### src/hw/rtl/biu_pkg.sv
// Shared types and constants for the box intersection-over-union pipeline.
`timescale 1ns / 1ps
`default_nettype none

package biu_pkg;

  // Result field widths
  localparam int RATIO_BITS = 16;
  localparam int OUT_BITS   = RATIO_BITS + 1;

  // Result kind carried down the pipeline with each transaction
  typedef logic [1:0] kind_t;

  localparam kind_t KIND_DIV   = 2'd0;  // ratio comes from the divider
  localparam kind_t KIND_ONE   = 2'd1;  // intersection covers the union, ratio is 1.0
  localparam kind_t KIND_ZERO  = 2'd2;  // inverted intersection, ratio is 0
  localparam kind_t KIND_DEGEN = 2'd3;  // union not positive, ratio is 0 and flag set

  // Per-stage control: valid bit and result kind
  typedef struct packed {
    logic  valid;
    kind_t kind;
  } biu_ctl_t;

endpackage

`default_nettype wire

### src/hw/rtl/biu_frac_div.sv
// Pipelined restoring divider: one quotient bit per stage.
`timescale 1ns / 1ps
`default_nettype none

module biu_frac_div #(
  parameter int COORD_BITS = 16,
  parameter int FRAC_BITS  = 15
) (
  input  wire logic                       clk,
  input  wire logic                       rst,
  input  wire logic                       ce,
  input  wire biu_pkg::biu_ctl_t          in_ctl,
  input  wire logic [2*COORD_BITS+1:0]    in_num,
  input  wire logic [2*COORD_BITS+1:0]    in_den,
  output biu_pkg::biu_ctl_t               out_ctl,
  output logic [FRAC_BITS-1:0]            out_quot
);

  localparam int R = 2 * COORD_BITS + 2;
  localparam int F = FRAC_BITS;

  logic              st_valid [0:F];
  biu_pkg::kind_t    st_kind  [0:F];
  logic [R-1:0]      st_rem   [0:F];
  logic [R-1:0]      st_den   [0:F];
  logic [F-1:0]      st_q     [0:F];

  // Stage 0 is the divider input
  assign st_valid[0] = in_ctl.valid;
  assign st_kind[0]  = in_ctl.kind;
  assign st_rem[0]   = in_num;
  assign st_den[0]   = in_den;
  assign st_q[0]     = '0;

  // One shift, trial subtract and select per stage
  for (genvar g = 0; g < F; g++) begin : g_step
    logic [R:0]   shifted;
    logic [R+1:0] trial;
    logic         ge;

    assign shifted = {st_rem[g], 1'b0};
    assign trial   = {1'b0, shifted} - {2'b00, st_den[g]};
    assign ge      = !trial[R+1];

    always_ff @(posedge clk) begin
      if (ce) begin
        st_kind[g+1] <= st_kind[g];
        st_rem[g+1]  <= ge ? trial[R-1:0] : shifted[R-1:0];
        st_den[g+1]  <= st_den[g];
        st_q[g+1]    <= {st_q[g][F-2:0], ge};
      end
    end

    always_ff @(posedge clk) begin
      if (rst) begin
        st_valid[g+1] <= 1'b0;
      end else if (ce) begin
        st_valid[g+1] <= st_valid[g];
      end
    end
  end

  assign out_ctl  = '{valid: st_valid[F], kind: st_kind[F]};
  assign out_quot = st_q[F];

`ifndef NO_ASSERTIONS
  // Dividend must start below the divisor
  a_div_in_range: assert property (@(posedge clk) disable iff (rst)
    (st_valid[0] && st_kind[0] == biu_pkg::KIND_DIV) |-> (st_rem[0] < st_den[0]))
    else $error("divider input remainder not below divisor");

  // Remainder ends below the divisor after the last step
  a_div_out_range: assert property (@(posedge clk) disable iff (rst)
    (st_valid[F] && st_kind[F] == biu_pkg::KIND_DIV) |-> (st_rem[F] < st_den[F]))
    else $error("divider final remainder not below divisor");
`endif

endmodule

`default_nettype wire

### config.mk
export PLATFORM = sky130hd
export DESIGN_NAME = biu_frac_div
export DESIGN_NICKNAME = d
export VERILOG_FILES = /design/src/hw/rtl/biu_pkg.sv /design/src/hw/rtl/biu_frac_div.sv
export SDC_FILE = /design/constraint.sdc
export NUM_CORES = 2
export LEC_CHECK = 0
export ABC_AREA = 1
export BUFFER_PORTS_ARGS = -buffer_cell sky130_fd_sc_hd__buf_2
export CORE_ASPECT_RATIO = 0.6
export CORE_MARGIN = 4
export CORE_UTILIZATION = 45
export CTS_CLUSTER_DIAMETER = 60
export CTS_CLUSTER_SIZE = 40
export DETAILED_ROUTE_END_ITERATION = 7
export PLACE_DENSITY = 0.68
export SLEW_MARGIN = 0
export SYNTH_ARGS = -nofsm -noshare
export SYNTH_HDL_FRONTEND = slang
export SYNTH_SLANG_ARGS = --single-unit
export TNS_END_PERCENT = 20
### constraint.sdc
create_clock -name clk -period 2.2 [get_ports clk]
set_clock_uncertainty 0.05 [all_clocks]
set_input_delay 0.22 -clock clk [delete_from_list [all_inputs] [get_ports clk]]
set_output_delay 0.22 -clock clk [all_outputs]
set_load 0.01 [all_outputs]
=== Word level (Yosys, flattened, before mapping) ===
Cells that the tools add are included.
Widths: inputs -> output; s select.

* Flip-flop bits (word level): 1117
* Word-level logic and storage cells: 131
* Output and inout port bits: 18
* Input bits: 74

* Reduce and logical (&&, ||, !) cells: 15
* Muxes and demuxes: 14
* Add/sub/neg operators: 15

{| class="wikitable"
|+ Operators with widths
! kind !! number
|-
| $sub 35x34->36 || 15
|-
| $mux 34 || 14
|-
| $logic_not 1->1 || 15
|}

=== Logic depth before layout (Yosys ltp) ===
* Word-level depth: 2
* Gate-level depth with buffers: 17
* Mapped depth without buffers: 15

=== Least setup slack after synthesis ===
Ideal clock, no wire load.

* Path type: reg-to-reg
* From: register st_rem, in the netlist g_step[2].shifted[25]
* To: register st_rem, in the netlist g_step[3].shifted[2], data pin
* Library setup time: 0.253 ns
* Stages on the path, launching flop included: 14
* Data required time: 1.897 ns
* Setup slack: 0.067 ns
* Clock period less this slack: 2.133 ns
* Buffers on the path: 2
* Data arrival time: 1.830 ns
* Cell sequence: edfxtp_1 -> ha_1 -> nand2_1 -> nor2_1 -> inv_2 -> nor2_1 -> and3_1 -> nand2_1 -> nand2_2 -> inv_2 -> buf_6 -> buf_6 -> nand2_1 -> nand2_1

* Cells in the longest elaborated chain, start to end: 2

{| class="wikitable"
|+ RTL lines
! element !! RTL line !! RTL
|-
| start, declared || biu_frac_div.sv:24 || <nowiki>logic [R-1:0] st_rem [0:F];</nowiki>
|-
| start signal, assigned by index || biu_frac_div.sv:48 || <nowiki>st_rem[g+1] <= ge ? trial[R-1:0] : shifted[R-1:0];</nowiki>
|-
| $sub 35x34->36 || biu_frac_div.sv:42 || <nowiki>assign trial = {1'b0, shifted} - {2'b00, st_den[g]};</nowiki>
|-
| $mux 34 || biu_frac_div.sv:48 ||
|}

No other way between the ends.
A chain may end at the register's enable or synchronous reset.

=== Worst setup path in the final report ===
* From: register st_rem, in the netlist g_step[1].shifted[7]
* To: register st_rem, in the netlist g_step[2].shifted[4], data pin

The elaborated chain is that of the path after synthesis.

==> run metrics <==
Final Cycle Share=124.3%; die area=174,900 sq um; Reg clk slew, reported paths=0.12 ns; RSZ-0062 raised after global routing=yes; critical path buffer and inverter count=3; GRT Max-Usage Layer=met1; Synth Flop Type=edfxtp_1; First-pass DRT Iterations=8; netlist area before placement=75,610 sq um; Core Box Area=166,900 sq um; total CTS buffers=82; CP Depth=14; Rows=116; max_slew headroom=roughly 55%; initial drt markers=~12,000; run status=finished with violations; most common cell type on the critical path=nand2_2; Syn-to-layout area delta=56.17%; Post-Syn Nets=10,478; routed vias=83,522; cells after synthesis=9,895; violated checks=design-rule violations, negative setup slack; Avg Inst Size Synth=about 7.6 sq um; EDFF count, synth=1,102; CP max-delay cell=edfxtp_1; worst-path maximum fanout=8; leading area contributor after synthesis=edfxtp_1; register area=33,390 sq um; crit-path cells=ha_4, nand2_2, buf_4, nor2_4, nand2_1, nand2_2, nand2_1, nand3_2, nand2_2, nand2_4, clkinv_8, clkbuf_16, nand2_2, o21ai_1; TNS Setup=-149.39 ns; met1 capacity usage during global routing=around 64%; Util after Layout=70.75%; htree depth=3; fmax=between 300 and 400 MHz; CP peak stage delay=between 0.4 and 0.5 ns; CTS Root Cell=clkbuf_16; Fill cells=13,161; total track usage=around two fifths; routed wire length=352,100 um; Worst setup SP type=flip-flop; WS Path Type=reg -> reg; die height=325.5 um; Final #Nets=between 10,000 and 15,000; sequential area share after synthesis=approximately 44%; CTS Sinks=1,117; grt met3 use=18.89%; final hold viol count=0; vias in the first global route=74,970; cell depth of the worst flop-to-flop path=14; DRT antenna net count=0; clk buf depth=3; area of the multi-input gates=42,610 sq um; grt met2 use=between 40% and 50%; share of cells above drive strength 1=between 30% and 40%; Arrival @ worst endpoint=around 3.2 ns; Seq cells post-synth=1,117; # setup viols final=470; Clk Latency, worst-skew pair=just under 0.8 ns; first-pass GRT wire length=slightly below 500,000 um; initial antenna violation count=10; # diodes=0; maximum VDD drop=0.0008113 V; largest net degree at the start of global routing=59; Final HPWL DP=~270,000 um; Final Max Slew Viols=0; Final WS setup=-0.5357 ns; Async SR Flop Fraction=0%; IO buf count=91; area share of the largest cell type after synthesis=43.77%; gr ovfl total=0; commonest cells in the netlist=nand2_1, inv_1, edfxtp_1; Place WS=-0.9460 ns; Residual DRC=5; vias per cell=5.334; Max Cap Viol=0; CTS tree=yes; RePlAce Congestion=1.070; RR Endpoint=g_step[2].shifted[4]$_DFFE_PP_; Avg WL per Cell=22.49 um; R2R Setup Slk=-0.54 ns; Leak Pwr=approximately 60 nW; Starting Density=between 40% and 50%; Ports=92; synth warn=0; P per Cell Area=around 1400 nW/um^2; Die Width=537.2 um; crit path to=g_step[2].shifted[4]$_DFFE_PP_; Crit Reg-Reg Startpoint=g_step[1].shifted[7]$_DFFE_PP_; most frequent cell after synthesis=nand2_1; post-synthesis cell type count=36; critical path endpoint category=flip-flop; ranking of synthesized cells by area=edfxtp_1, nand2_1, inv_1; Least-Margin Pin Slew=0.6824 ns; crit path from=g_step[1].shifted[7]$_DFFE_PP_; CP required=2.66 ns; final worst path period need=around 2.7 ns; delay-heaviest family, CP=simple AND/OR/NAND/NOR gates; Hold Path Class=in -> reg
[registers in the layout, indices dropped and copies added, names as in the netlist]
| name | count |
|---|---|
| st_kind | 28 |
| st_q | 105 |
| g_step.shifted | 476 |
| st_valid | 14 |
| out_quot | 15 |
| st_den | 476 |
| out_ctl | 3 |
[metrics by stage]
step / power (mW) / cells / hold slack, ns / instance area, sq um
2_1_floorplan: 75.31 / 9895 / 0.2391 / 75610
3_3_place_gp: 122.1 / 14881 / 0.3487 / 99840
5_1_grt: 177.3 / 15657 / 0.1381 / 118100
3_5_place_dp: 122.9 / 14881 / 0.3533 / 99840
4_1_cts: 155.0 / 15460 / 0.05370 / 112600
6_report: 169.3 / 15657 / 0.1348 / 118100
[report_power, final]
| group | internal (mW) | switching (mW) | total [mW] | leakage (nW) |
|---|---|---|---|---|
| registers | 31.4 | 6.29 | 37.7 | 10.9 |
| logic | 52.2 | 60.9 | 113 | 45.8 |
| clock network | 8.23 | 10.3 | 18.5 | 1.58 |
| total | 91.8 | 77.5 | 169 | 58.3 |
[cell families (layout without fill, tap and decap cells)]
kind of cell | Yosys count | after routing | share of synthesized area (%)
buffers and inverters | 2002 | 5522 | 10.54
xor gates and xnor gates | 252 | 252 | 2.919
and+or+nand+nor | 5143 | 5143 | 27.85
AOI/OAI and AO/OA | 872 | 872 | 5.964
DFF | 1117 | 1117 | 44.16
adders and majority gates | 509 | 509 | 8.562
[placed cells by master (no fill, tap or decap), types with 27 or more instances in the layout]
cell type / count
a21oi_1: 294
a21oi_2: 88
a21oi_4: 27
buf_12: 100
buf_16: 27
buf_2: 90
buf_4: 3089
buf_6: 65
clkbuf_16: 105
dlygate4sd3_1: 73
edfxtp_1: 1102
ha_1: 246
ha_4: 243
inv_1: 1693
inv_2: 176
nand2_1: 2901
nand2_2: 369
nand2_4: 184
nand3_1: 485
nand3_2: 81
nand3_4: 27
nand3b_1: 74
nand4_1: 85
nor2_1: 602
nor2_2: 109
nor2_4: 93
nor3_1: 67
o21ai_0: 151
o21ai_1: 157
o21ai_2: 81
o21bai_1: 30
xnor2_1: 184
xor2_1: 56
[worst register-to-register path, cell delays in order, from the launching register on]
cell and delay, ns:
edfxtp_1 0.48, ha_4 0.34, nand2_2 0.09, buf_4 0.19, nor2_4 0.13, nand2_1 0.08
nand2_2 0.10, nand2_1 0.08, nand3_2 0.14, nand2_2 0.09, nand2_4 0.12, clkinv_8 0.16
clkbuf_16 0.25, nand2_2 0.11, o21ai_1 0.08
[layout make-up]
class	instances	share of cell area, %
repair buffers	3482	24.28
inverters	1886	6.111
multi-input cells	6776	36.08
flip-flops and latches	1117	28.28
clock buffers	90	1.827
clock inverters	63	1.031
repair inverters	1	0.01377
well taps	2242	2.376
[how the worst min path moves through the flow]
stage / from / end / slack [ns] / cells past startpoint
detailed placement: in_ctl[1] / st_kind[29]$_DFFE_PP_ / 0.35 / 1
global route: in_den[33] / st_den[509]$_DFFE_PP_ / 0.14 / 2
CTS: in_den[0] / g_step[1].shifted[1]$_SDFFCE_PP0P_ / 0.05 / 5
floorplan: rst / out_ctl[2]$_SDFFE_PP0P_ / 0.24 / 1
finish: in_den[0] / g_step[1].shifted[1]$_SDFFCE_PP0P_ / 0.13 / 5
global placement: in_ctl[1] / st_kind[29]$_DFFE_PP_ / 0.35 / 1
[per-layer routing]
metal / part of all wire (%) / wire [um]
met1: 47 / 167100
met2: 33 / 114600
met3: 18 / 65060
met4: 1.4 / 4871
met5: 0.15 / 539
[repair_timing]
item                                    4_1_cts  5_1_grt
endpoints found under the hold margin        97        0
endpoints found under the setup margin      455      488
cloned                                       30       22
hold buffers                                 73        0
setup buffers                               341      180
gates resized for setup                    1195      923
pin swaps                                   300      245
Note: power is estimated with default switching activity, not from simulation.
