==> config.mk <==
export PLATFORM = sky130hd
export DESIGN_NAME = biu_geom
export DESIGN_NICKNAME = d
export VERILOG_FILES = /design/src/hw/rtl/biu_pkg.sv /design/src/hw/rtl/biu_geom.sv
export SDC_FILE = /design/constraint.sdc
export NUM_CORES = 2
export LEC_CHECK = 0
export ABC_AREA = 0
export BUFFER_PORTS_ARGS = -buffer_cell sky130_fd_sc_hd__buf_2
export CAP_MARGIN = 20
export CORE_UTILIZATION = 50
export DETAILED_ROUTE_END_ITERATION = 16
export MAX_ROUTING_LAYER = met4
export PLACE_DENSITY = 0.67
export SETUP_SLACK_MARGIN = 0.4
export SKIP_LAST_GASP = 1
export SLEW_MARGIN = 20
export SYNTH_ARGS = -nofsm -noshare
export SYNTH_HDL_FRONTEND = slang
export SYNTH_SLANG_ARGS = --single-unit
==> constraint.sdc <==
create_clock -name clk -period 15.8 [get_ports clk]
set_input_delay 1.58 -clock clk [delete_from_list [all_inputs] [get_ports clk]]
set_output_delay 1.58 -clock clk [all_outputs]
set_load 0.02 [all_outputs]
==> src/hw/rtl/biu_pkg.sv <==
// Shared types and constants for the box intersection-over-union pipeline.
`timescale 1ns / 1ps
`default_nettype none

package biu_pkg;

  // Result field widths
  localparam int RATIO_BITS = 16;
  localparam int OUT_BITS   = RATIO_BITS + 1;

  // Result kind carried down the pipeline with each transaction
  typedef logic [1:0] kind_t;

  localparam kind_t KIND_DIV   = 2'd0;  // ratio comes from the divider
  localparam kind_t KIND_ONE   = 2'd1;  // intersection covers the union, ratio is 1.0
  localparam kind_t KIND_ZERO  = 2'd2;  // inverted intersection, ratio is 0
  localparam kind_t KIND_DEGEN = 2'd3;  // union not positive, ratio is 0 and flag set

  // Per-stage control: valid bit and result kind
  typedef struct packed {
    logic  valid;
    kind_t kind;
  } biu_ctl_t;

endpackage

`default_nettype wire

==> src/hw/rtl/biu_geom.sv <==
// Geometry front end: intersection, areas, union and result classification.
`timescale 1ns / 1ps
`default_nettype none

module biu_geom #(
  parameter int COORD_BITS = 16
) (
  input  wire logic                      clk,
  input  wire logic                      rst,
  input  wire logic                      ce,
  input  wire logic                      in_valid,
  input  wire logic [8*COORD_BITS-1:0]   in_edges,
  output biu_pkg::biu_ctl_t              ctl,
  output logic [2*COORD_BITS+1:0]        num,
  output logic [2*COORD_BITS+1:0]        den
);

  localparam int C = COORD_BITS;
  localparam int D = C + 1;          // edge difference, signed
  localparam int P = 2 * C + 2;      // area product, signed
  localparam int U = 2 * C + 3;      // union, signed
  localparam int R = 2 * C + 2;      // divider operand width

  // Unpack edges, a_left in the lowest bits
  logic signed [C-1:0] al, at, ar, ab, bl, bt, br, bb;
  assign al = $signed(in_edges[0*C +: C]);
  assign at = $signed(in_edges[1*C +: C]);
  assign ar = $signed(in_edges[2*C +: C]);
  assign ab = $signed(in_edges[3*C +: C]);
  assign bl = $signed(in_edges[4*C +: C]);
  assign bt = $signed(in_edges[5*C +: C]);
  assign br = $signed(in_edges[6*C +: C]);
  assign bb = $signed(in_edges[7*C +: C]);

  // Stage 1: intersection edges and box extents
  logic                s1_valid;
  logic signed [C-1:0] s1_il, s1_it, s1_ir, s1_ib;
  logic signed [D-1:0] s1_adw, s1_adh, s1_bdw, s1_bdh;

  always_ff @(posedge clk) begin
    if (ce) begin
      s1_il  <= (al > bl) ? al : bl;
      s1_it  <= (at > bt) ? at : bt;
      s1_ir  <= (ar < br) ? ar : br;
      s1_ib  <= (ab < bb) ? ab : bb;
      s1_adw <= $signed({ar[C-1], ar}) - $signed({al[C-1], al});
      s1_adh <= $signed({ab[C-1], ab}) - $signed({at[C-1], at});
      s1_bdw <= $signed({br[C-1], br}) - $signed({bl[C-1], bl});
      s1_bdh <= $signed({bb[C-1], bb}) - $signed({bt[C-1], bt});
    end
  end

  // Stage 2: inversion test, intersection extents, box areas
  logic                s2_valid;
  logic                s2_inv;
  logic [C-1:0]        s2_iw, s2_ih;
  logic signed [P-1:0] s2_area_a, s2_area_b;
  logic [D-1:0]        iw_next, ih_next;
  logic signed [P-1:0] area_a_next, area_b_next;

  assign iw_next = {s1_ir[C-1], s1_ir} - {s1_il[C-1], s1_il};
  assign ih_next = {s1_ib[C-1], s1_ib} - {s1_it[C-1], s1_it};
  assign area_a_next = $signed({{(P-D){s1_adw[D-1]}}, s1_adw})
                     * $signed({{(P-D){s1_adh[D-1]}}, s1_adh});
  assign area_b_next = $signed({{(P-D){s1_bdw[D-1]}}, s1_bdw})
                     * $signed({{(P-D){s1_bdh[D-1]}}, s1_bdh});

  always_ff @(posedge clk) begin
    if (ce) begin
      s2_inv    <= (s1_it > s1_ib) || (s1_il > s1_ir);
      s2_iw     <= iw_next[C-1:0];
      s2_ih     <= ih_next[C-1:0];
      s2_area_a <= area_a_next;
      s2_area_b <= area_b_next;
    end
  end

  // Stage 3: intersection area, sum of box areas
  logic                s3_valid;
  logic                s3_inv;
  logic [2*C-1:0]      s3_inter;
  logic signed [U-1:0] s3_sum;

  always_ff @(posedge clk) begin
    if (ce) begin
      s3_inv   <= s2_inv;
      s3_inter <= {{C{1'b0}}, s2_iw} * {{C{1'b0}}, s2_ih};
      s3_sum   <= $signed({s2_area_a[P-1], s2_area_a}) + $signed({s2_area_b[P-1], s2_area_b});
    end
  end

  // Stage 4: union
  logic                s4_valid;
  logic                s4_inv;
  logic [2*C-1:0]      s4_inter;
  logic signed [U-1:0] s4_uni;

  always_ff @(posedge clk) begin
    if (ce) begin
      s4_inv   <= s3_inv;
      s4_inter <= s3_inter;
      s4_uni   <= s3_sum - $signed({3'b000, s3_inter});
    end
  end

  // Stage 5: classify and hand operands to the divider
  biu_pkg::kind_t kind_next;
  logic           uni_pos;
  logic           inter_ge;
  logic           s5_valid;
  biu_pkg::kind_t s5_kind;

  assign uni_pos  = !s4_uni[U-1] && (s4_uni != '0);
  assign inter_ge = $signed({3'b000, s4_inter}) >= s4_uni;

  always_comb begin
    if (s4_inv) begin
      kind_next = biu_pkg::KIND_ZERO;
    end else if (!uni_pos) begin
      kind_next = biu_pkg::KIND_DEGEN;
    end else if (inter_ge) begin
      kind_next = biu_pkg::KIND_ONE;
    end else begin
      kind_next = biu_pkg::KIND_DIV;
    end
  end

  always_ff @(posedge clk) begin
    if (ce) begin
      s5_kind <= kind_next;
      num     <= {2'b00, s4_inter};
      den     <= s4_uni[R-1:0];
    end
  end

  // Valid bits
  always_ff @(posedge clk) begin
    if (rst) begin
      s1_valid <= 1'b0;
      s2_valid <= 1'b0;
      s3_valid <= 1'b0;
      s4_valid <= 1'b0;
      s5_valid <= 1'b0;
    end else if (ce) begin
      s1_valid <= in_valid;
      s2_valid <= s1_valid;
      s3_valid <= s2_valid;
      s4_valid <= s3_valid;
      s5_valid <= s4_valid;
    end
  end

  assign ctl = '{valid: s5_valid, kind: s5_kind};

endmodule

`default_nettype wire

# Word-level counts from Yosys, hierarchy flattened
# Cells that the tools add are included.
# Widths: inputs -> output; s select.
[totals]
in_bits = 132
register_bits = 442
[classes]
add_sub_neg = 8
order_cmp = 7
n_reduce_logical = 5
bitwise_logic = 1
muxes = 6
n_mul = 3
[op_table]
columns = ["operator", "n"]
rows = [
  ["$mul 17x17->34", 2],
  ["$sub 16x16->17", 4],
  ["$gt 16x16->1", 4],
  ["$mux 16", 4],
  ["$add 34x34->35", 1],
  ["$ge 33x35->1", 1],
  ["$reduce_bool 35->1", 1],
  ["$sub 35x33->35", 1],
  ["$lt 16x16->1", 2],
  ["$mul 16x16->32", 1],
  ["$sub 16x16->16", 2],
  ["$mux 1", 2],
  ["$reduce_or 2->1", 1],
  ["$logic_and 1x1->1", 1],
  ["$logic_not 1->1", 1],
  ["$logic_or 1x1->1", 1],
  ["$not 1->1", 1],
]

# Logic depth before layout (Yosys ltp)
[depth]
word_depth = 4
depth_mapped = 25

# Worst setup path after synthesis
# OpenSTA, ideal clock, no wires.
[synth_timing]
kind = "register -> register"
start = "reg s1_bdh[8]"
end = "reg s2_area_b[32] (data pin)"
arrival_time_ps = 6548
synth_period_minus_slack_ps = 6706
slack_ps = 9094
setup_ps = 158
path_buffers = 2
stages_incl_launch_ff = 26
cell_sequence = "edfxtp_1 clkbuf_1 clkbuf_1 nand2_1 fa_1 inv_1 fa_1 inv_1 fa_1 inv_1 fa_1 fa_1 inv_1 fa_1 inv_1 ha_1 a21o_1 a21o_1 a21oi_1 nor2_1 or4_1 o21a_1 a41o_1 o41ai_2 or4b_1 o211ai_1"
[synth_between]
elab_chain_len = 1
[synth_rtl]
columns = ["element", "line_no", "source"]
rows = [
  ["start: declaration", "biu_geom.sv:38", "logic signed [D-1:0] s1_adw, s1_adh, s1_bdw, s1_bdh;"],
  ["start signal: assignment", "biu_geom.sv:49", "s1_bdh <= $signed({bb[C-1], bb}) - $signed({bt[C-1], bt});"],
  ["$mul 17x17->34", "biu_geom.sv:66", "* $signed({{(P-D){s1_bdh[D-1]}}, s1_bdh});"],
  ["named net area_b_next[32]", "biu_geom.sv:59", "logic signed [P-1:0] area_a_next, area_b_next;"],
  ["end signal: assignment", "biu_geom.sv:74", "s2_area_b <= area_b_next;"],
  ["end: declaration", "biu_geom.sv:57", "logic signed [P-1:0] s2_area_a, s2_area_b;"],
]
# The timed path passes the listed nets, and every way through them passes these cells.
# A chain may end at the register's enable or synchronous reset.

# Final worst setup path
[layout_timing]
start = "reg s1_adw[12]"
end = "reg s2_area_a[32] (data pin)"
[layout_between]
elab_chain_len = 1
[layout_rtl]
columns = ["element", "line_no", "source"]
rows = [
  ["start: declaration", "biu_geom.sv:38", ""],
  ["start signal: assignment", "biu_geom.sv:46", "s1_adw <= $signed({ar[C-1], ar}) - $signed({al[C-1], al});"],
  ["$mul 17x17->34", "biu_geom.sv:64", "* $signed({{(P-D){s1_adh[D-1]}}, s1_adh});"],
  ["named net area_a_next[32]", "biu_geom.sv:59", ""],
  ["end signal: assignment", "biu_geom.sv:73", "s2_area_a <= area_a_next;"],
  ["end: declaration", "biu_geom.sv:57", ""],
]
# The timed path passes the listed nets, and every way through them passes these cells.

==> out/results.tsv <==
stage	metric	value	unit
run_status	outcome	finished clean	
yosys	Cells after Synth	5266	
setup_path	Critical-path top delay cell	edfxtp_1	
timing	RSZ-0062 raised after global routing	no	
setup_path	crit end category	register	
yosys	Post-synth EDFFs	437	
clock_tree	clock buffer depth	3	
clock_tree	# hold bufs at CTS	0	
setup_path	reg2reg setup slack	8560	ps
global_route	GRT Residual Overflow	0	
global_route	Global Route met3 Usage	4.76	%
global_route	largest net degree at the start of global routing	110	
setup_path	crit path kind	reg -> reg	
finish	Nets	6871	
clock_tree	cts repair resizes	0	
run	max-cap violations	0	
placement	dpl cells	6753	
yosys	#FFs+latches synth	442	
finish	Layout area overhead	7.73	%
finish	Finished Layout Cells	6871	
floorplan	die area	109000	sq um
setup_path	R2R Path End	s2_area_a[32]	
floorplan	# rows	119	
global_route	first-pass GRT wire length	218000	um
global_route	initial antenna violation count	31	
global_route	M1 GR Usage	34.4	%
routing	via count	37100	
timing	Worst slew margin	26.8	%
placement	hpwl dp	116000	um
finish	multi-input combinational cell area	36000	sq um
timing	final worst slack	8560	ps
routing	drt wl/cell	20.3	um
global_route	vias in the first global route	38800	
floorplan	Initial Util	50.7	%
finish	layout cells sized above 1	6.21	%
yosys	Post-Syn Area	53700	sq um
yosys	synth unique cells	75	
routing	Routed WL	139000	um
yosys	top_reg_cell synth	edfxtp_1	
clock_tree	TritonCTS clock tree	done	
global_route	met2 Usage GRT	43.6	%
setup_path	WP buf/inv	3	
yosys	YS warnings	0	
finish	Fill cells	9307	
timing	Max Slew Vio Count	0	
floorplan	die height	330	um
finish	FF+latch area	13200	sq um
timing	Setup Skew	40.9	ps
setup_path	crit-path most repeated cell	fa_1	
routing	antenna viol nets, final	0	
routing	First DRT Iteration DRCs	2766	
setup_path	critical-path cell list	nand2_1 > fa_1 > fa_1 > fa_1 > inv_1 > fa_1 > fa_1 > inv_1 > fa_1 > inv_1 > ha_1 > and3_1 > a21bo_2 > and2_1 > a21boi_0 > a221o_1 > a311oi_1 > nor3_1 > a211o_1 > a21oi_1 > xnor2_1	
clock_tree	Clk pin slew, worst setup/hold paths	60	ps
setup_path	FF-to-FF path depth	21	
timing	setup violators final	0	
floorplan	Ports	203	
timing	Final Cycle Share	45.8	%
timing	setup TNS	0	ps
setup_path	crit path launch type	register	
yosys	ys async rst share	0	%
placement	post-place setup slack	8600	ps
routing	Residual DRC	0	
setup_path	CP startpoint	s1_adw[12]	
floorplan	Die X-Extent	330	um
setup_path	CP delay by family, top	adder cells	
timing	Worst-Margin Slew	1090	ps
clock_tree	clk sinks	442	
setup_path	Critical Path End	s2_area_a[32]	
placement	port buffer count	200	
finish	leading cell types in the layout, fill and taps excluded	inv_1 (1069), fa_1 (794), ha_1 (530), nand2_1 (521), edfxtp_1 (437)	
setup_path	WP data arrival	7610	ps
worst_hold_path	Hold Crit Class	reg -> reg	
timing	final hold violations	0	
timing	crit path time final	7240	ps
setup_path	CP required	16170	ps
yosys	Syn Area/Cell	10.2	sq um
setup_path	reg2reg start	s1_adw[12]	
clock_tree	Post-CTS Setup Bufs	0	
placement	gpl congestion	0.993	
setup_path	peak per-stage delay on the critical path	800	ps
global_route	Total GRT Usage	27.3	%
global_route	grt peak-use layer	met2	
clock_tree	clock root cell	clkbuf_16	
timing	Fmax	138	MHz
setup_path	cell depth of the worst setup path	21	
clock_tree	clock latency on the worst-skew pair	650	ps
yosys	sequential area share after synthesis	24.6	%
clock_tree	htree depth	2	
floorplan	Core Footprint	106000	sq um
routing	Via density	5.40	
setup_path	critical path fanouts, max	17	
clock_tree	total CTS buffers	51	
routing	TritonRoute pass-1 iters	6	
finish	most common cell after layout, fill and taps aside	inv_1	
## state kept, by name (all words and copies together), names as in the netlist, 32 cells and up
register,cells
s3_sum,35
den,34
s4_inter,32
s4_uni,35
s2_area_b,34
num,32
s3_inter,32
s2_area_a,34
## synthesized netlist by cell type (7+ instances only)
cell      number  area [sq um]
inv_1       1069          4010
nor4_1        14          87.6
a21o_1        88           661
xnor2_1      155          1360
edfxtp_1     437         13100
and3_1        23           144
o21a_1        32           240
a21boi_0      25           188
nand3_1       56           280
o21bai_1      21           158
o31ai_1        9          67.6
clkbuf_1     115           432
nor2b_1       44           275
xor2_1        49           429
nand4_1       24           150
nor2_1       213           800
ha_1         530          6630
a21oi_1      162           811
nand2_1      521          1960
o21ai_0      131           656
mux2_2        29           327
mux2i_1       24           240
a31oi_1       21           131
a211oi_1      23           173
a41o_1         7          70.1
o211ai_1      11          82.6
o31a_1        13           114
nand2b_1      37           231
nor3_1        39           195
fa_1         794         15900
or3_1         11          68.8
a211o_1        7          61.3
and2_1       424          2650
## kinds of logic after synthesis
kind of cell	after synthesis	synth area share, %
compound gates	622	7.61
xor+xnor	204	3.33
fa+ha+maj	1324	41.9
buf+inv	1189	8.35
flops	442	24.6
mux	53	1.06
other cells	1	0.00698
simple gates	1431	13.1
## worst register-to-register path, cell delays in order, from the launching register on
cell	delay, ps
edfxtp_1	800
nand2_1	190
fa_1	550
fa_1	510
fa_1	510
inv_1	50
fa_1	480
fa_1	490
inv_1	60
fa_1	480
inv_1	40
ha_1	330
and3_1	220
a21bo_2	240
and2_1	140
a21boi_0	680
a221o_1	340
a311oi_1	110
nor3_1	380
a211o_1	190
a21oi_1	70
xnor2_1	130
## layout make-up
cell class / instances / area share (%)
Inverter: 1069 / 6.93
Sequential cell: 442 / 22.9
Antenna cell: 25 / 0.108
Clock inverter: 35 / 0.664
Clock buffer: 58 / 2.25
Multi-Input combinational cell: 3636 / 62.2
Timing Repair Buffer: 215 / 1.94
Tap cell: 1391 / 3.01
## routing by layer
metal	vias to the layer above	part of all wire (%)
li1	17200	-
met1	18600	42
met2	1078	47
met3	209	6.6
met4	0	4.6
met5	-	0
## worst min-delay path by stage
stage | from | to | slack [ps] | cells past startpoint
final | s3_inv | s4_inv | 420 | 0
after global routing | s3_inv | s4_inv | 450 | 0
after CTS | s3_inv | s4_inv | 420 | 0
after detailed placement | s3_inv | s4_inv | 410 | 0
after global placement | s3_inv | s4_inv | 410 | 0
after floorplan | s2_inv | s3_inv | 400 | 0
## stage by stage
step	hold WS, ps	utilization [%]	instance area (sq um)
2_1_floorplan	400	-	53700
6_report	423	54.7	57900
5_1_grt	454	54.7	57900
4_1_cts	421	54.6	57800
3_5_place_dp	407	53.0	56100
3_3_place_gp	410	53.0	56100
Power is left out: the tool's default activity adds up to more than one toggle a clock period on the data nets, which glitch-free logic cannot reach.
