### config.mk
export PLATFORM = sky130hd
export DESIGN_NAME = biu_out_buf
export DESIGN_NICKNAME = d
export VERILOG_FILES = /design/src/hw/rtl/biu_out_buf.sv
export SDC_FILE = /design/constraint.sdc
export NUM_CORES = 1
export LEC_CHECK = 0
export BUFFER_PORTS_ARGS = -buffer_cell sky130_fd_sc_hd__buf_2
export CORE_MARGIN = 1.5
export CORE_UTILIZATION = 35
export CTS_CLUSTER_DIAMETER = 50
export CTS_CLUSTER_SIZE = 10
export DETAILED_ROUTE_END_ITERATION = 16
export HOLD_SLACK_MARGIN = 0.03
export SYNTH_ARGS = -nofsm -noshare
export SYNTH_HDL_FRONTEND = slang
export SYNTH_SLANG_ARGS = --single-unit
export TNS_END_PERCENT = 10
### constraint.sdc
create_clock -name clk -period 2.95 [get_ports clk]
set_input_delay 0.1475 -clock clk [delete_from_list [all_inputs] [get_ports clk]]
set_output_delay 0.1475 -clock clk [all_outputs]
set_load 0.02 [all_outputs]
### src/hw/rtl/biu_out_buf.sv
// Two-entry output buffer that decouples the pipeline from the output stall.
`timescale 1ns / 1ps
`default_nettype none

module biu_out_buf #(
  parameter int WIDTH = 17
) (
  input  wire logic             clk,
  input  wire logic             rst,
  input  wire logic             push,
  input  wire logic [WIDTH-1:0] push_data,
  output logic                  ready,
  output logic                  out_valid,
  input  wire logic             out_ready,
  output logic [WIDTH-1:0]      out_data
);

  logic             skid_valid;
  logic [WIDTH-1:0] skid_data;
  logic             pop;

  assign pop   = out_valid && out_ready;
  assign ready = !skid_valid;

  // Main output register and skid entry
  always_ff @(posedge clk) begin
    if (rst) begin
      out_valid  <= 1'b0;
      skid_valid <= 1'b0;
    end else if (!out_valid) begin
      out_valid <= push;
      if (push) begin
        out_data <= push_data;
      end
    end else if (pop) begin
      if (skid_valid) begin
        out_data   <= skid_data;
        skid_valid <= push;
        if (push) begin
          skid_data <= push_data;
        end
      end else begin
        out_valid <= push;
        if (push) begin
          out_data <= push_data;
        end
      end
    end else if (push) begin
      skid_valid <= 1'b1;
      skid_data  <= push_data;
    end
  end

`ifndef NO_ASSERTIONS
  // Skid entry only fills behind a held output
  a_skid_behind_out: assert property (@(posedge clk) disable iff (rst)
    skid_valid |-> out_valid)
    else $error("skid entry valid while output register empty");
`endif

endmodule

`default_nettype wire

== Yosys cells after proc, flatten, opt, wreduce, memory -nomap -nowiden ==
Cells that the tools add are included.

* Output and inout port bits: 19
* Word-level logic and storage cells: 26
* Bits in registers: 36
* Bits in latches: 0
* Bits in writable memories: 0
* Memories kept: 0
* ROM bits: 0

* Equality and inequality tests: 2
* Reductions and logical operators: 6
* Bitwise logic cells: 1
* Divide/modulo/power cells: 0
* Multipliers: 0
* Shift-type cells: 0
* Muxes and demuxes: 13
* Add/subtract/negate cells: 0
* Magnitude comparators: 0

{| class="wikitable"
|+ Operator list
! cell !! number
|-
| 2-to-1 mux 17 bit || 7
|-
| 2-to-1 mux 1 bit || 6
|-
| AND reduction 2 bit || 2
|-
| AND reduction 3 bit || 1
|-
| != test 2 x 1 -> 1 bit (second input constant) || 1
|-
| != test 2 bit (second input constant) || 1
|-
| nonzero test 2 bit || 1
|-
| logical AND 1 bit || 1
|-
| logical NOT 1 bit || 1
|-
| NOT 1 bit || 1
|}

== Longest topological paths before layout ==
Gate-level depths: netlist of run 1.

* Depth in word-level cells: 4
* Gate-level depth with buffers: 5
* Depth with buffers taken out: 3

== Worst setup path before layout of run 1 ==
Ideal clock, no wire load.

* Path type: flip-flop to flip-flop
* From: reg out_valid
* To: reg skid_data[0] (enable)
* Cell stages (with the launch flop): 3
* Required time: 2.538 ns
* Setup slack: 0.706 ns
* Clock period less this slack: 2.244 ns
* Path buffers: 0
* Data arrival time: 1.831 ns
* Path through: dfxtp_1 o21ai_0 nor3_1

* Word-level cells in the longest chain between the ends: 3

{| class="wikitable"
|+ Ends and longest elaborated chain
! item !! RTL line !! RTL
|-
| start, declared || 13 || <nowiki>output logic out_valid,</nowiki>
|-
| start signal, assigned || 31 || <nowiki>out_valid <= push;</nowiki>
|-
| start signal, assigned || 43 || <nowiki>out_valid <= push;</nowiki>
|-
| logical AND 1 bit || 22 || <nowiki>assign pop = out_valid && out_ready;</nowiki>
|-
| != test 2 bit (no line) || -- ||
|-
| AND reduction 3 bit (no line) * || -- ||
|-
| end signal, assigned || 40 || <nowiki>skid_data <= push_data;</nowiki>
|-
| end signal, assigned || 50 || <nowiki>skid_data <= push_data;</nowiki>
|-
| end, declared || 19 || <nowiki>logic [WIDTH-1:0] skid_data;</nowiki>
|}

Every way passes the cells marked *; elsewhere a longest branch is shown, timed or not.
A chain may end at the register's enable or synchronous reset.

== Worst setup path after layout of run 1 ==
* From: reg skid_valid
* To: reg out_data[6], data pin

* Word-level cells in the longest chain between the ends: 3

{| class="wikitable"
|+ Ends and longest elaborated chain
! item !! RTL line !! RTL
|-
| start, declared || 18 || <nowiki>logic skid_valid;</nowiki>
|-
| start signal, assigned || 38 || <nowiki>skid_valid <= push;</nowiki>
|-
| 2-to-1 mux 17 bit || 36 || <nowiki>if (skid_valid) begin</nowiki>
|-
| 2-to-1 mux 17 bit || 35 || <nowiki>end else if (pop) begin</nowiki>
|-
| 2-to-1 mux 17 bit || 30 || <nowiki>end else if (!out_valid) begin</nowiki>
|-
| end signal, assigned || 33 || <nowiki>out_data <= push_data;</nowiki>
|-
| end signal, assigned || 37 || <nowiki>out_data <= skid_data;</nowiki>
|-
| end signal, assigned || 45 || <nowiki>out_data <= push_data;</nowiki>
|-
| end, declared || 15 || <nowiki>output logic [WIDTH-1:0] out_data</nowiki>
|}

Every way passes these cells. The select of a mux whose other input is x is not followed.

==> results of run 1 <==
## cell families (layout without fill, tap and decap cells)
family / after synthesis / in the layout / share of synthesized area [%]
AO/OA/AOI/OAI: 21 / 21 / 9.81
buffers and inverters: 9 / 54 / 5.82
flip-flops: 36 / 36 / 67.6
multiplexers: 17 / 17 / 10.8
AND/OR/NAND/NOR: 23 / 23 / 5.90
## Yosys cell counts
cell      instances
and2_1            1
inv_1             2
a21oi_1           2
edfxtp_1         34
inv_2             1
o21ai_0           6
buf_12            1
nor2b_1           1
nor3_1            1
buf_6             4
nand2_1          19
mux2i_1          17
nor2_1            1
buf_8             1
dfxtp_1           2
o21ai_2          13
## power by group through the flow
stage	sequential (mW)	clock (mW)	combinational, mW
final	0.604	0.417	0.127
after global routing	0.607	0.449	0.138
after CTS	0.604	0.426	0.129
after detailed placement	0.615	0	0.129
after global placement	0.613	0	0.126
after floorplan	0.638	0	0.0586
## area by class of cell
class	count	area, um2	area share (%)
timing repair buffer	43	225	11.9
inverter	3	11.3	0.596
sequential	36	1060	56.1
clock buffer	5	68.8	3.64
tap	52	65.1	3.44
clock inverter	3	37.5	1.99
multi-input combinational	61	422	22.3
## metal layers
layer,track usage (%),up-vias,routed length [um]
li1,-,475,-
met1,15.6,459,1320
met2,20.5,30,1390
met3,5.34,5,196
met4,4.49,0,36
met5,0,-,0
## stage by stage
step                      hold WS (ns)  util (%)  total power, mW
after floorplan                  0.217         -            0.697
after global placement           0.345      41.3            0.739
after detailed placement         0.345      41.3            0.743
after CTS                       0.0413      43.7             1.16
after global routing            0.0377      43.7             1.19
final                           0.0483      43.7             1.15
## state kept, by name, indices dropped and copies added, names as in the netlist
name / cells
skid_valid: 1
skid_data: 17
out_data: 17
out_valid: 1
## worst paths after layout
| path | endpoint | slack, ns | startpoint |
|---|---|---|---|
| min reg2reg | skid_valid | 0.50 | skid_valid |
| min | skid_data[1] | 0.05 | push_data[1] |
| max reg2reg | out_data[6] | 1.24 | skid_valid |
| max | out_data[6] | 1.24 | skid_valid |
## critical path, delay by kind of cell (launching register included)
kind | cells | cell delay, ns
and+or+nand+nor | 1 | 0.62
DFF | 1 | 0.38
buffers and inverters | 1 | 0.37
AOI/OAI and AO/OA | 1 | 0.09
## placed cells by master (no fill, tap or decap), drive strengths merged
cell	synthesis	routed
inv	3	3
edfxtp	34	34
nor2	1	1
nand2	19	19
nor3	1	1
mux2i	17	17
and2	1	1
buf	6	43
clkbuf	0	5
dfxtp	2	2
o21ai	19	19
bufinv	0	1
clkinv	0	2
a21oi	2	2
nor2b	1	1
==> impl_metrics.toml, run 1 <==
[outcome]
status = "finished clean"

[routing]
drtPass1Iterations = 4
vias_per_cell = 4.77
wl_per_cell_um = 14.5
remaining_drc_errors = 0
wirelength_mm = 2.94
antenna_left = 0
drt_iter0_markers = 42
num_vias = 969

[grt]
grt_pass1_wl_mm = 4.84
grt_pass1_vias = 1022
grt_overflow_total = 0
grt_max_degree = 20
antenna_found_initial = 0
grt_usage_pct = 12.8

[timing]
period_share_pct = 58.1
rsz0062_at_grt = "no"
max_freq_ghz = 0.583
fin_ws_ns = 1.24
fin_tns_setup_ns = 0
setup_viol = 0
maxSlewViolCount = 0
finalHoldViolCount = 0
period_minus_slack_ns = 1.71
skew_ns = 0.00571
worst_pin_slew_ns = 0.756
max-slew-margin-rel_pct = 49.4

[yosys]
synth_nets = 127
post-synth-top-area-fraction_pct = 65.1
yosys-top-cells-area = "edfxtp_1 65%, mux2i_1 11%, o21ai_2 7.3%, nand2_1 4.5%, buf_6 2.9%"
netlist_area_um2 = 1570
syn_inst = 106
synth.avg_cell_area_um2 = 14.8
synthDistinctLibCells = 16
ys_warn_count = 0
synth-seq-area-share_pct = 67.6
synth_largest_area_cell = "edfxtp_1"
synth_seq_cells = 36

[layout]
num-fill-cells = 423
drive_above_1_share_pct = 42.4
final_area_um2 = 1890
diodes = 0
nets = 171
area_delta_synth_final_pct = 20.5
final_cells = 203

[critical_path]
worstPathCellList = "and2_1, buf_4, o21ai_2"
cp-end-kind = "flip-flop"
path_class = "flip-flop to flip-flop"
r2r_cells = 3
worst_ep_required_time_ns = 2.99
crit_path_max_fanout = 19
start_kind = "flip-flop"
arrival_ns = 1.75
crit_slowest_cell = "and2_1"
slowest_delay_ns = 0.62

[placement]
dp_hpwl_mm = 2.10
portBuffers = 39
gp_congestion = 0.657
placedInstanceArea_um2 = 1780
placedCellCount = 195
dp_slack_ns = 1.12

[worst_hold_path]
min_path_cells = 1
hp-class = "input pin to flip-flop"

[clock_tree]
post-cts-setup-buffers = 0
tritoncts = "yes"
post_cts_resized = 0
clock-sinks = 36
cts_hold_buf = 0
clkTransAtPathRegs_ns = 0.07
cts_buffers = 5
insertion_delay_ns = 0.29
clockBufferDepth = 2
cts_max_level = 2
cts_root_buf = "clkbuf_8"

[power]
clkPwrFrac_pct = 36.4
power_frac_comb_pct = 11.0
power.leakage_nw = 0.736
power.internal_mw = 0.887
power_density_nw_per_um2 = 607
p_seq_share_pct = 52.6
ir_drop_v = 0.000303
switching_share_pct = 22.8
switchingPower_mw = 0.261

[floorplanning]
rows = 24
initial_core_util_pct = 36.3
core_um2 = 4320
die_h_um = 70.0
die_w_um = 70.0
die-area_um2 = 4890
pin_count = 40

[run]
maxCapViolCount = 0
(Power assumes the default switching activity.)
==> inputs of run 2 (changes only) <==
--- a/config.mk
+++ b/config.mk
@@ -5,6 +5,7 @@
 export SDC_FILE = /design/constraint.sdc
 export NUM_CORES = 1
 export LEC_CHECK = 0
+export ABC_AREA = 1
 export BUFFER_PORTS_ARGS = -buffer_cell sky130_fd_sc_hd__buf_2
 export CORE_MARGIN = 1.5
 export CORE_UTILIZATION = 35
==> constraint.sdc (replaced) <==
create_clock -name clk -period 1.65 [get_ports clk]
set_input_delay 0.0825 -clock clk [delete_from_list [all_inputs] [get_ports clk]]
set_output_delay 0.0825 -clock clk [all_outputs]
set_load 0.02 [all_outputs]
==> run 2 against run 1 <==
Combinational power rose by 100%. Sequential share of layout area down 4.4 points. Sequential cell count is the same. Final cell count up 19%. Synthesized area is 1.7% lower. Setup slack worse by 1.0 ns. Synthesized cell count increased by 22%. Count of clock-buffer cells in the layout rose by 3. Critical path type unchanged. Largest cell class unchanged. Highest routed layer unchanged.
==> impl_metrics.toml, run 2 <==
[layout]
nets = 212
diodes = 0
largestRegisters = "out_data (17), skid_data (17)"
area_delta_synth_final_pct = 33.0
final_area_um2 = 2050
mostFrequentLayoutCells = "39 x buf_2, 34 x edfxtp_1, 20 x nor2_1, 20 x o21ai_0, 18 x dlygate4sd3_1"
final_util_pct = 49.9
final_common_cell = "buf_2"
drive_above_1_share_pct = 30.7
final_cells = 242
num-fill-cells = 392

[yosys]
yosys_most_used_dff = "edfxtp_1"
ys_async_sr_fraction_pct = 0
post-synth-top-area-fraction_pct = 66.2
yosys.area_share.xor_xnor_pct = 0
yosysMostFrequentCell = "edfxtp_1"
synth_nets = 150
synth_seq_cells = 36
synthDistinctLibCells = 15
ys_top_cells_by_count = "34 x edfxtp_1, 20 x nor2_1, 20 x o21ai_0, 17 x nand3_1, 14 x o21ai_1"
yosys-top-cells-area = "edfxtp_1 66%, o21ai_0 6.5%, nand3_1 5.5%, nor2_1 4.9%, o21ai_1 4.5%"
synth.avg_cell_area_um2 = 12.0
synth_top_family_by_area = "simple AND/OR/NAND/NOR gates"
netlist_area_um2 = 1540
synth_edf_count = 34
synth-adder-area-share_pct = 0
syn_inst = 129
synth_compound_area_share_pct = 12.1
synthMuxAreaShare_pct = 0
synth_largest_area_cell = "edfxtp_1"
ys_warn_count = 0
synth-simple-area-share_pct = 13.0
synth-seq-area-share_pct = 68.8

[clock_tree]
cts_max_level = 2
clkTransAtPathRegs_ns = 0.07
tritoncts = "yes"
cts_root_buf = "clkbuf_8"
cts_buffers = 5
clockBufferDepth = 2
insertion_delay_ns = 0.28
clock-sinks = 36
post_cts_resized = 0

[timing]
rsz0062_at_grt = "no"
period_minus_slack_ns = 1.43
maxSlewViolCount = 0
worst_pin_slew_ns = 0.358
setup_viol = 0
skew_ns = 0.00287
timing.hold.ws_ns = 0.142
fin_tns_setup_ns = 0
max_freq_ghz = 0.698
max-slew-margin-rel_pct = 76.1
finalHoldViolCount = 0
period_share_pct = 86.8

[critical_path]
path_class = "flip-flop to flip-flop"
crit_path_max_fanout = 18
r2r_cells = 4
arrival_ns = 1.46
cp-end-kind = "flip-flop"
worst_ep_required_time_ns = 1.67
start_kind = "flip-flop"

[run]
maxCapViolCount = 0

[routing]
wl_per_cell_um = 14.8
drt_iter0_markers = 137
num_vias = 1209
drtPass1Iterations = 4
wirelength_mm = 3.59
antenna_left = 0
vias_per_cell = 5.00
remaining_drc_errors = 0

[grt]
grt_usage_pct = 15.7
grt_overflow_total = 0
antenna_found_initial = 0
grt_max_degree = 21
grt_pass1_vias = 1223
grt_pass1_wl_mm = 5.89

[power]
power.internal_mw = 1.50
switchingPower_mw = 0.465
switching_share_pct = 23.7
clkPwrFrac_pct = 32.0
power.leakage_nw = 0.763
ir_drop_v = 0.000483
power_frac_comb_pct = 13.1
p_seq_share_pct = 54.9
power_density_nw_per_um2 = 958

[placement]
gp_congestion = 0.735
dp_hpwl_mm = 2.43
placedInstanceArea_um2 = 1780
portBuffers = 39
placedCellCount = 216

[floorplanning]
die-area_um2 = 4810
core_um2 = 4120
die_h_um = 69.4
rows = 23
die_w_um = 69.4
initial_core_util_pct = 37.5
pin_count = 40

[outcome]
status = "finished clean"

[worst_hold_path]
hp-class = "input pin to flip-flop"
min_path_cells = 4
## run 2: power groups by stage
stage	Clock (mW)	Combinational, mW	Sequential [mW]
3_5_place_dp	0	0.227	1.10
6_report	0.628	0.257	1.08
4_1_cts	0.650	0.260	1.08
2_1_floorplan	0	0.101	1.13
3_3_place_gp	0	0.223	1.10
5_1_grt	0.681	0.282	1.09
## run 2: final timing paths
kind	start	endpoint	slack (ns)
max	out_valid	out_data[16]	0.22
min	out_ready	skid_valid	0.14
min reg2reg	skid_data[1]	out_data[1]	0.58
max reg2reg	out_valid	out_data[16]	0.22
## run 2: cell families after synthesis
| family | after synthesis |
|---|---|
| buf+inv | 12 |
| compound gates | 36 |
| simple gates | 45 |
| flops | 36 |
## run 2: cell type report
cell class | instances | area [um2] | share of cell area, %
multi-input cells | 81 | 399 | 19.5
inverters | 3 | 11.3 | 0.549
flip-flops and latches | 36 | 1060 | 51.7
well taps | 50 | 62.6 | 3.05
clock buffers | 8 | 90.1 | 4.39
repair buffers | 64 | 428 | 20.9
## run 2: critical path: stages (launching register included)
cell and delay (ns):
dfxtp_1 0.48, buf_4 0.23, nand2_2 0.22, o21ai_0 0.14
o21ai_0 0.10
## run 2: what timing repair did
| item | CTS | global route |
|---|---|---|
| endpoints found under the hold margin | 18 | 0 |
| hold buffers | 18 | 0 |
| buffers inserted | 0 | 0 |
## run 2: metal layers
metal  GRT usage, %  up-vias  routed length [um]  part of all wire (%)
met1           20.7      569                1670                    46
li1               -      589                   -                     -
met3           3.78        4                 238                   6.6
met2           24.5       47                1670                    46
met5              0        -                   0                     0
met4           7.19        0                  15                  0.42
## run 2: per-stage QoR
| stage | setup WS [ns] | power (mW) |
|---|---|---|
| after global routing | 0.0839 | 2.05 |
| after global placement | 0.314 | 1.32 |
| after CTS | 0.238 | 1.99 |
| final | 0.218 | 1.97 |
| after detailed placement | 0.236 | 1.33 |
| after floorplan | -0.128 | 1.24 |
